==> src/hdl/ttdpd_pkg.sv <==
// Package for the tick timebase and DC pulse detector.
// Holds the register map, reset values, widths and the result word layout.
// No dependencies.
package ttdpd_pkg;

  localparam int GapCounterBits = 16;
  localparam int CfgAddrBits    = 5;
  localparam int CfgDataBits    = 32;

  typedef logic [GapCounterBits-1:0] gap_t;

  typedef enum logic [2:0] {
    REG_PRESCALE    = 3'd0,
    REG_TPS         = 3'd1,
    REG_TPH         = 3'd2,
    REG_GAP_MIN     = 3'd3,
    REG_GAP_MAX     = 3'd4,
    REG_PULSES      = 3'd5,
    REG_DC_CLEAR    = 3'd6,
    REG_PREHEAT     = 3'd7
  } reg_idx_t;

  localparam logic [7:0]  RstPrescale = 8'd40;
  localparam logic [7:0]  RstTps      = 8'd250;
  localparam logic [7:0]  RstTph      = 8'd125;
  localparam logic [15:0] RstGapMin   = 16'd170;
  localparam logic [15:0] RstGapMax   = 16'd350;
  localparam logic [7:0]  RstPulses   = 8'd2;
  localparam logic [2:0]  RstDcClear  = 3'd5;
  localparam logic [7:0]  RstPreheat  = 8'd10;

  localparam logic ACT_TICK = 1'b0;
  localparam logic ACT_EDGE = 1'b1;

  // result word, last field in the lowest bit
  typedef struct packed {
    logic dc_present;
    logic preheat_done;
    logic sleep_clear;
    logic sleep_tick;
    logic second_tick;
    logic half_second_tick;
    logic key_tick;
    logic four_ms_tick;
  } result_t;

endpackage

==> src/hdl/tick_timebase_dc_pulse_detector.sv <==
// Top level of the tick timebase and DC pulse detector.
// Depends on ttdpd_pkg for the register map and result word layout.
//
//  channel | direction | word
//  in_     | slave     | tuser: action; tdata: standby_ok, zero filled to 8 bits
//  out_    | master    | tdata: eight result flags, four_ms_tick in bit 0
//  cfg_    | APB slave | eight registers at byte addresses 4*i
//
// One word is accepted per cycle; its result appears in the output register the
// next cycle, set by the single counter-update stage feeding that register.
// Reset (synchronous, rst_n low) zeroes all counters and the DC flag and loads
// register defaults. A stalled output holds its word; the input stalls only
// while the output register is full and not being taken.
module tick_timebase_dc_pulse_detector (
  input  logic                                 clk,
  input  logic                                 rst_n,
  input  logic                                 in_tvalid,
  output logic                                 in_tready,
  input  logic [7:0]                           in_tdata,    // [0] standby_ok
  input  logic [0:0]                           in_tuser,    // [0] action
  output logic                                 out_tvalid,
  input  logic                                 out_tready,
  // [0] four_ms_tick [1] key_tick [2] half_second_tick [3] second_tick
  // [4] sleep_tick [5] sleep_clear [6] preheat_done [7] dc_present
  output logic [7:0]                           out_tdata,
  input  logic                                 cfg_psel,
  input  logic                                 cfg_penable,
  input  logic                                 cfg_pwrite,
  input  logic [ttdpd_pkg::CfgAddrBits-1:0]    cfg_paddr,
  input  logic [ttdpd_pkg::CfgDataBits-1:0]    cfg_pwdata,
  output logic [ttdpd_pkg::CfgDataBits-1:0]    cfg_prdata,
  output logic                                 cfg_pready
);

  localparam ttdpd_pkg::gap_t GapMax = '1;

  logic [7:0]       prescale_r, tps_r, tph_r, pulses_r, preheat_r;
  logic [15:0]      gap_min_r, gap_max_r;
  logic [2:0]       dc_clear_r;

  logic [7:0]       sub_r, sub_nxt;
  logic [7:0]       ms_r, ms_nxt;
  logic [7:0]       half_r, half_nxt;
  logic [2:0]       clr_r, clr_nxt;
  logic [7:0]       elapsed_r, elapsed_nxt;
  ttdpd_pkg::gap_t  gap_r, gap_nxt;
  logic [7:0]       vpc_r, vpc_nxt;
  logic             dc_r, dc_nxt;

  ttdpd_pkg::result_t res_nxt, res_r;
  logic             out_valid_r;

  logic             in_acc, cfg_wr;
  ttdpd_pkg::reg_idx_t cfg_idx;

  logic [7:0]       sub_inc, ms_inc, half_inc, el_inc, vpc_inc;
  logic [2:0]       clr_inc;
  ttdpd_pkg::gap_t  gap_inc;
  logic             fire4, fire_sec, fire_half, fire_clr, gap_ok;
  logic [16:0]      gap_ext;

  assign in_tready  = !out_valid_r || out_tready;
  assign in_acc     = in_tvalid && in_tready;
  assign out_tvalid = out_valid_r;
  assign out_tdata  = res_r;
  assign cfg_pready = 1'b1;
  assign cfg_idx    = ttdpd_pkg::reg_idx_t'(cfg_paddr[4:2]);
  assign cfg_wr     = cfg_psel && cfg_penable && cfg_pwrite && cfg_pready;

  always_comb begin
    case (cfg_idx)
      ttdpd_pkg::REG_PRESCALE: cfg_prdata = {24'd0, prescale_r};
      ttdpd_pkg::REG_TPS:      cfg_prdata = {24'd0, tps_r};
      ttdpd_pkg::REG_TPH:      cfg_prdata = {24'd0, tph_r};
      ttdpd_pkg::REG_GAP_MIN:  cfg_prdata = {16'd0, gap_min_r};
      ttdpd_pkg::REG_GAP_MAX:  cfg_prdata = {16'd0, gap_max_r};
      ttdpd_pkg::REG_PULSES:   cfg_prdata = {24'd0, pulses_r};
      ttdpd_pkg::REG_DC_CLEAR: cfg_prdata = {29'd0, dc_clear_r};
      ttdpd_pkg::REG_PREHEAT:  cfg_prdata = {24'd0, preheat_r};
      default:                 cfg_prdata = '0;
    endcase
  end

  always_ff @(posedge clk) begin
    if (!rst_n) begin
      prescale_r <= ttdpd_pkg::RstPrescale;
      tps_r      <= ttdpd_pkg::RstTps;
      tph_r      <= ttdpd_pkg::RstTph;
      gap_min_r  <= ttdpd_pkg::RstGapMin;
      gap_max_r  <= ttdpd_pkg::RstGapMax;
      pulses_r   <= ttdpd_pkg::RstPulses;
      dc_clear_r <= ttdpd_pkg::RstDcClear;
      preheat_r  <= ttdpd_pkg::RstPreheat;
    end else if (cfg_wr) begin
      case (cfg_idx)
        ttdpd_pkg::REG_PRESCALE: prescale_r <= cfg_pwdata[7:0];
        ttdpd_pkg::REG_TPS:      tps_r      <= cfg_pwdata[7:0];
        ttdpd_pkg::REG_TPH:      tph_r      <= cfg_pwdata[7:0];
        ttdpd_pkg::REG_GAP_MIN:  gap_min_r  <= cfg_pwdata[15:0];
        ttdpd_pkg::REG_GAP_MAX:  gap_max_r  <= cfg_pwdata[15:0];
        ttdpd_pkg::REG_PULSES:   pulses_r   <= cfg_pwdata[7:0];
        ttdpd_pkg::REG_DC_CLEAR: dc_clear_r <= cfg_pwdata[2:0];
        ttdpd_pkg::REG_PREHEAT:  preheat_r  <= cfg_pwdata[7:0];
        default: ;
      endcase
    end
  end

  // saturating increments
  assign sub_inc  = (sub_r == 8'hFF)     ? sub_r     : sub_r + 8'd1;
  assign ms_inc   = (ms_r == 8'hFF)      ? ms_r      : ms_r + 8'd1;
  assign half_inc = (half_r == 8'hFF)    ? half_r    : half_r + 8'd1;
  assign vpc_inc  = (vpc_r == 8'hFF)     ? vpc_r     : vpc_r + 8'd1;
  assign gap_inc  = (gap_r == GapMax)    ? gap_r     : gap_r + 1'b1;

  assign fire4     = sub_inc >= prescale_r;
  assign fire_sec  = ms_inc >= tps_r;
  assign fire_half = half_inc >= tph_r;
  assign el_inc    = !fire_sec ? elapsed_r :
                     (elapsed_r == 8'hFF) ? elapsed_r : elapsed_r + 8'd1;
  assign clr_inc   = !fire_sec ? clr_r :
                     (clr_r == 3'h7) ? clr_r : clr_r + 3'd1;
  assign fire_clr  = clr_inc >= dc_clear_r;

  assign gap_ext   = {{(17-ttdpd_pkg::GapCounterBits){1'b0}}, gap_r};
  assign gap_ok    = (gap_ext > {1'b0, gap_min_r}) && (gap_ext < {1'b0, gap_max_r});

  always_comb begin
    sub_nxt     = sub_r;
    ms_nxt      = ms_r;
    half_nxt    = half_r;
    clr_nxt     = clr_r;
    elapsed_nxt = elapsed_r;
    gap_nxt     = gap_r;
    vpc_nxt     = vpc_r;
    dc_nxt      = dc_r;
    res_nxt     = '0;
    if (in_tuser[0] == ttdpd_pkg::ACT_TICK) begin
      sub_nxt = fire4 ? 8'd0 : sub_inc;
      if (fire4) begin
        gap_nxt                  = gap_inc;
        ms_nxt                   = fire_sec ? 8'd0 : ms_inc;
        half_nxt                 = fire_half ? 8'd0 : half_inc;
        elapsed_nxt              = el_inc;
        clr_nxt                  = fire_clr ? 3'd0 : clr_inc;
        res_nxt.four_ms_tick     = 1'b1;
        res_nxt.key_tick         = ms_inc[1];
        res_nxt.second_tick      = fire_sec;
        res_nxt.sleep_tick       = fire_sec && in_tdata[0];
        res_nxt.half_second_tick = fire_half;
        res_nxt.preheat_done     = el_inc >= preheat_r;
        if (fire_clr) begin
          vpc_nxt = 8'd0;
          dc_nxt  = 1'b0;
        end
      end
    end else begin
      if (gap_ok) begin
        if (vpc_r >= pulses_r) dc_nxt = 1'b1;
        vpc_nxt = vpc_inc;
        clr_nxt = 3'd0;
      end
      res_nxt.sleep_clear = 1'b1;
      gap_nxt             = '0;
    end
    res_nxt.dc_present = dc_nxt;
  end

  always_ff @(posedge clk) begin
    if (!rst_n) begin
      sub_r       <= '0;
      ms_r        <= '0;
      half_r      <= '0;
      clr_r       <= '0;
      elapsed_r   <= '0;
      gap_r       <= '0;
      vpc_r       <= '0;
      dc_r        <= 1'b0;
      out_valid_r <= 1'b0;
    end else begin
      if (in_acc) begin
        sub_r     <= sub_nxt;
        ms_r      <= ms_nxt;
        half_r    <= half_nxt;
        clr_r     <= clr_nxt;
        elapsed_r <= elapsed_nxt;
        gap_r     <= gap_nxt;
        vpc_r     <= vpc_nxt;
        dc_r      <= dc_nxt;
        out_valid_r <= 1'b1;
      end else if (out_tready) begin
        out_valid_r <= 1'b0;
      end
    end
  end

  always_ff @(posedge clk) begin
    if (in_acc) res_r <= res_nxt;
  end

  // sub-ticks only come from timer words, edges only from edge words
  a_edge_no_ticks: assert property (@(posedge clk) disable iff (!rst_n)
    out_valid_r |-> !(res_r.sleep_clear && (res_r.four_ms_tick || res_r.preheat_done)))
    else $error("edge word carries a tick flag");

  a_slow_needs_fast: assert property (@(posedge clk) disable iff (!rst_n)
    out_valid_r && (res_r.second_tick || res_r.half_second_tick || res_r.key_tick)
    |-> res_r.four_ms_tick)
    else $error("slow tick without 4 ms tick");

  a_sleep_needs_sec: assert property (@(posedge clk) disable iff (!rst_n)
    out_valid_r && res_r.sleep_tick |-> res_r.second_tick)
    else $error("sleep tick without second tick");

  a_edge_clears_gap: assert property (@(posedge clk) disable iff (!rst_n)
    in_acc && (in_tuser[0] == ttdpd_pkg::ACT_EDGE) |=> (gap_r == '0))
    else $error("edge gap not cleared after edge");

  a_dc_mirrors: assert property (@(posedge clk) disable iff (!rst_n)
    in_acc |=> (res_r.dc_present == dc_r))
    else $error("dc_present differs from flag");

endmodule
==> config.mk <==
export PLATFORM = sky130hd
export DESIGN_NAME = tick_timebase_dc_pulse_detector
export DESIGN_NICKNAME = d
export VERILOG_FILES = /design/src/hdl/ttdpd_pkg.sv /design/src/hdl/tick_timebase_dc_pulse_detector.sv
export SDC_FILE = /design/constraint.sdc
export NUM_CORES = 1
export LEC_CHECK = 0
export ABC_CLOCK_PERIOD_IN_PS = 6300
export CAP_MARGIN = 20
export CORE_ASPECT_RATIO = 1.4
export CORE_MARGIN = 2
export CORE_UTILIZATION = 41
export CTS_CLUSTER_SIZE = 20
export DETAILED_ROUTE_END_ITERATION = 10
export DONT_BUFFER_PORTS = 1
export SYNTH_ARGS = -nofsm -noshare
export SYNTH_HDL_FRONTEND = slang
export SYNTH_SLANG_ARGS = --single-unit
==> constraint.sdc <==
create_clock -name clk -period 6.3 [get_ports clk]
set_input_delay 1.26 -clock clk [delete_from_list [all_inputs] [get_ports clk]]
set_output_delay 1.26 -clock clk [all_outputs]
set_load 0.05 [all_outputs]
======== Yosys cells after proc, flatten, opt, wreduce, memory -nomap -nowiden ========
Index checks and enable logic that the tools add are counted.
W data, S select, Z words.
storage, ports and cells
  register bits after elaboration ......... 144
  bits of input ports ..................... 53
  output and inout port bits .............. 43
  word-level logic and storage cells ...... 116
cells by class
  add/sub/neg operators ................... 7
  order comparisons ....................... 8
  equal/unequal tests ..................... 17
  muxes and demuxes ....................... 32
  bitwise logic cells ..................... 2
  reductions and logical operators ........ 25
operators with widths
  operator                 count
  $pmux W32 S8             1
  $mux W8                  13
  $mux W16                 3
  $add A8 B1 Y8 const B    5
  $eq A8 B8 Y1 const B     5
  $ge A8 B8 Y1             5
  $mux W3                  6
  $reduce_and A2 Y1        9
  $add A16 B1 Y16 const B  1
  $eq A16 B16 Y1 const B   1
  $gt A16 B16 Y1           1
  $lt A16 B16 Y1           1
  $eq A3 B3 Y1 const B     5
  $mux W1                  9
  $reduce_and A3 Y1        3
  $eq A3 B2 Y1 const B     2
  $reduce_bool A2 Y1       3
  $logic_and A1 B1 Y1      5
  $reduce_and A5 Y1        1
  $ne A2 B2 Y1 const B     2
  $add A3 B1 Y3 const B    1
  $eq A3 B1 Y1 const B     1
  $ge A3 B3 Y1             1
  $logic_not A3 Y1         1
  5 further kinds          6

======== Depth between registers and ports, before layout ========
  word-level depth ........................ 8
  gate-level depth with buffers ........... 21
  gate-level depth less buffers ........... 19

======== Worst setup path before layout ========
No wires, ideal clock.
  path kind ............................... register to register
  from .................................... register ms_r[0]
  to ...................................... register vpc_r[5]
  library setup time ...................... 84 ps
  data arrival time ....................... 4650 ps
  required time ........................... 6216 ps
  path slack .............................. 1566 ps
  cell stages (with the launch flop) ...... 21
  path buffers ............................ 2
  clock period less this slack ............ 4734 ps
  cell sequence ........................... dfxtp_1 -> ha_1 -> nand3_1 -> or3_1 -> clkbuf_1 -> xnor2_1 -> ha_1 -> nand2b_1 -> a21o_1 -> a211o_1 -> a21oi_1 -> a21oi_1 -> mux2_2 -> ha_1 -> o21ai_1 -> a21oi_1 -> nor2_1 -> or3_1 -> clkbuf_1 -> or4_4 -> o31ai_2
between the ends
  longest elaborated chain between the ends .. 7
  elaborated cells on any way between the ends .. 8
  those cells by class .................... add/sub (1); order compare (2); eq/ne (1); mux (2); reduce/logical (2)
RTL lines
  element                                               RTL line                                source
  from (decl)                                           tick_timebase_dc_pulse_detector.sv:42   logic [7:0] ms_r, ms_nxt;
  from (signal assigned)                                tick_timebase_dc_pulse_detector.sv:183  ms_r <= ms_nxt;
  $add A8 B1 Y8 / $eq A8 B8 Y1 (equally long branches)  tick_timebase_dc_pulse_detector.sv:111  assign ms_inc = (ms_r == 8'hFF) ? ms_r : ms_r + 8'd1;
  $mux W8 (*)                                           tick_timebase_dc_pulse_detector.sv:111
  $ge A8 B8 Y1 (*)                                      tick_timebase_dc_pulse_detector.sv:117  assign fire_sec = ms_inc >= tps_r;
  $mux W3 (*)                                           tick_timebase_dc_pulse_detector.sv:121  assign clr_inc = !fire_sec ? clr_r :
  $ge A3 B3 Y1 (*)                                      tick_timebase_dc_pulse_detector.sv:123  assign fire_clr = clr_inc >= dc_clear_r;
  $reduce_bool A2 Y1 (no source line) (*)               n/a
  $reduce_and A5 Y1 (no source line) (*)                n/a
  to (signal assigned)                                  tick_timebase_dc_pulse_detector.sv:188  vpc_r <= vpc_nxt;
  to (decl)                                             tick_timebase_dc_pulse_detector.sv:47   logic [7:0] vpc_r, vpc_nxt;
Every way passes the cells marked *; elsewhere a longest branch is shown, timed or not.
A chain may end at the register's enable or synchronous reset.

======== Worst setup path after layout ========
  from .................................... register ms_r[0]
  to ...................................... register vpc_r[7]
between the ends
  longest elaborated chain between the ends .. 7
  elaborated cells on any way between the ends .. 8
  those cells by class .................... add/sub (1); order compare (2); eq/ne (1); mux (2); reduce/logical (2)
RTL lines
  element                                               RTL line                                source
  $add A8 B1 Y8 / $eq A8 B8 Y1 (equally long branches)  tick_timebase_dc_pulse_detector.sv:111
  $mux W8 (*)                                           tick_timebase_dc_pulse_detector.sv:111
  via ms_inc[1]                                         tick_timebase_dc_pulse_detector.sv:56   logic [7:0] sub_inc, ms_inc, half_inc, el_inc, vpc_inc;
  $ge A8 B8 Y1 (*)                                      tick_timebase_dc_pulse_detector.sv:117
  $mux W3 (*)                                           tick_timebase_dc_pulse_detector.sv:121
  $ge A3 B3 Y1 (*)                                      tick_timebase_dc_pulse_detector.sv:123
  $reduce_bool A2 Y1 (no source line) (*)               n/a
  $reduce_and A5 Y1 (no source line) (*)                n/a
The timed path passes the listed nets; every way through them passes the cells marked *.

==> summary.md <==
| Metric | Value |
|---|---|
| Status | finished, final reports clean |
| Slew headroom | 26.9% |
| Layout cells sized above 1 | 6.50% |
| Critical Path Stages | 18 |
| Sequential area share after synthesis | 34.2% |
| CTS max path bufs | 2 |
| Clock transition at the registers of the reported paths | 0.06 ns |
| Power Total | 1.98 mW |
| DIE AREA | 22300 um2 |
| Final Skew | 0.0144 ns |
| Largest net degree at the start of global routing | 73 |
| Starting DRT DRC Count | 443 |
| Synth warnings | 0 |
| Worst-margin pin slew | 1.09 ns |
| RD Place Congestion | 0.850 |
| GR Util All Layers | 21.3% |
| Worst setup SP type | flip-flop |
| Fin cells | 1317 |
| Pwr/cell area | 212 nW/um2 |
| Net count, final | 1182 |
| Crit-path max FO | 8 |
| Synth-to-Final Area Change | 7.97% |
| Overflow after GRT | 0 |
| #FFs+latches synth | 144 |
| Post-synth ARST share | 0% |
| # IOs | 96 |
| Hold path cells | 2 |
| Crit end category | flip-flop |
| Setup TNS | 0 ns |
| Total routed wirelength | 23100 um |
| Tcrit/Tclk final | 79.6% |
| Reg2reg path depth | 18 |
| # hold bufs at CTS | 0 |
| Clk sinks | 144 |
| Max-slew violation count | 0 |
| Hold WC Path Type | flip-flop to flip-flop |
| CTS H-tree depth | 4 |
| Initial antenna violation count | 0 |
| Initial Util | 42.0% |
| Post-DP HPWL | 16800 um |
| Wire per inst | 17.5 um |
| Peak VDD IR | 190 uV |
| Area leader, netlist | dfxtp_1 |
| Max-cap violation count | 0 |
| CP required | 6.65 ns |
| Worst path bufs/invs | 1 |
| Die Y-Extent | 176 um |
| Worst Hold Slack | 0.458 ns |
| CTS Buf Count | 17 |
| Mean post-synth cell area | 8.13 um2 |
| Endpoints failing setup | 0 |
| Slowest cell on the critical path | or4_4 |
| Final count of hold timing violations | 0 |
| CP Class | flip-flop to flip-flop |
| Initial DRT Pass Iterations | 5 |
| Post-Synthesis Cells | 1066 |
| Crit-path max cell delay | 0.53 ns |
| Root buffer cell | clkbuf_16 |
| PortBufs | 0 |
| Core ar. | 20600 um2 |
| Vias in the first global route | 6914 |
| Via Count | 7311 |
| Chip width | 127 um |
| P_leak | 3.82 nW |
| Later-pin clock latency in the skew report | 0.44 ns |
| Synth Flop Type | dfxtp_1 |
| Synth top cells by count | nand2_1, dfxtp_1, nor2_1, inv_1, ha_1 |
| Post-DRT Antenna Nets | 0 |
| CTS tree | yes |
| DRC viols | 0 |
| Cts repair resizes | 0 |
| Ant. Diodes | 0 |
| Via-to-Cell Ratio | 5.55 |
| Area of the mapped netlist | 8670 um2 |
| Post-synth EDFFs | 8 |
| Row cnt | 62 |
| Top cells by area, synth | dfxtp_1, ha_1, nand2_1 |
| Arrival time at the worst endpoint | 5.37 ns |
| # Post-CTS Setup Buffers | 0 |
| Delay-heaviest family, CP | simple AND/OR/NAND/NOR gates |
| Final Critical Period | 5.02 ns |
| Yosys cell types | 62 |
| Most common cell in the netlist | nand2_1 |
| Fmax | 199 MHz |
| Placed Cells | 1283 |
| Synth top area share | 31.4% |
| RSZ-0062 raised after global routing | no |
| CP cell instances | ha_1, nand3_1, or3_1, mux2i_1, inv_1, ha_1, a21o_1, a211o_1, a21oi_1, a21oi_1, mux2_2, ha_1, o21ai_1, a21oi_1, nor2_1, or3_1, or4_4, o31ai_2 |
| Global-route wire length before repair | 37200 um |
path summary, 6_finish.rpt:
path / from / endpoint / slack [ns]
setup / recovery: ms_r[0] / vpc_r[7] / 1.28
hold / removal: gap_min_r[4] / gap_min_r[4] / 0.46
setup reg to reg: ms_r[0] / vpc_r[7] / 1.28
hold reg to reg: gap_min_r[4] / gap_min_r[4] / 0.46
power by group:
part           internal, mW  switching [mW]
clock                 0.500           0.417
combinational        0.0288          0.0934
sequential            0.927          0.0164
total                  1.46           0.527
layer usage:
layer	up-vias	GRT usage, %	share of wire [%]
met1	3388	24.2	41
li1	3645	-	-
met3	58	4.24	5.0
met4	0	10.3	4.3
met5	-	0	0
met2	220	37.7	50
per-stage QoR:
step                      util (%)  area (um2)  setup slack [ns]
final                         45.4        9360              1.28
after global routing          45.4        9360             0.773
after CTS                     45.3        9350              1.28
after detailed placement      42.8        8820              1.35
after global placement        42.8        8820              1.39
after floorplan                  -        8730              1.57
layout make-up:
type | instances | area [um2]
fill | 2043 | 11300
multi-input combinational | 784 | 5130
sequential | 144 | 2960
clock buffer | 18 | 429
inverter | 89 | 334
tap | 256 | 320
clock inverter | 14 | 93.8
timing repair buffer | 12 | 90.1
tightest hold or removal path: stages, from the launching register on:
cell and delay (ns):
dfxtp_1 0.31, nand2_1 0.05, a21oi_1 0.05
kinds of logic after synthesis:
| family | after synthesis | share of synthesized area, % |
|---|---|---|
| adder cells (fa/ha/maj) | 81 | 11.7 |
| flip-flops | 144 | 34.2 |
| AND/OR/NAND/NOR | 390 | 20.1 |
| buffers and inverters | 153 | 7.48 |
| XOR/XNOR | 38 | 3.84 |
| multiplexers | 49 | 6.73 |
| AO/OA/AOI/OAI | 209 | 15.9 |
| other | 2 | 0.0866 |
cell usage in the layout, fill, tap and decap left out, types with 10 or more instances in the layout:
cell       netlist  routed
inv_1           89      88
o21a_1          10      10
ha_1            81      81
nand2b_1        12      12
dfxtp_1        136     136
a21oi_1         73      73
o211ai_1        28      28
xor2_1          16      16
conb_1           2      17
mux2i_1         38      38
nand4_1         17      17
o21ai_0         34      30
clkbuf_16        0      17
nand2_1        157     157
xnor2_1         22      22
nor2_1         100     100
buf_4           17      11
nor3_1          15      13
nand3_1         46      46
and3_1          12      12
state kept, by name (all words and copies together) (netlist names), 3 cells and up:
| name | count |
|---|---|
| pulses_r | 8 |
| elapsed_r | 8 |
| half_r | 8 |
| gap_min_r | 16 |
| sub_r | 8 |
| tph_r | 8 |
| dc_clear_r | 3 |
| clr_r | 3 |
| preheat_r | 8 |
| out_tdata | 8 |
| ms_r | 8 |
| gap_r | 16 |
| vpc_r | 8 |
| prescale_r | 8 |
| gap_max_r | 16 |
| tps_r | 8 |
(Power assumes the default switching activity.)
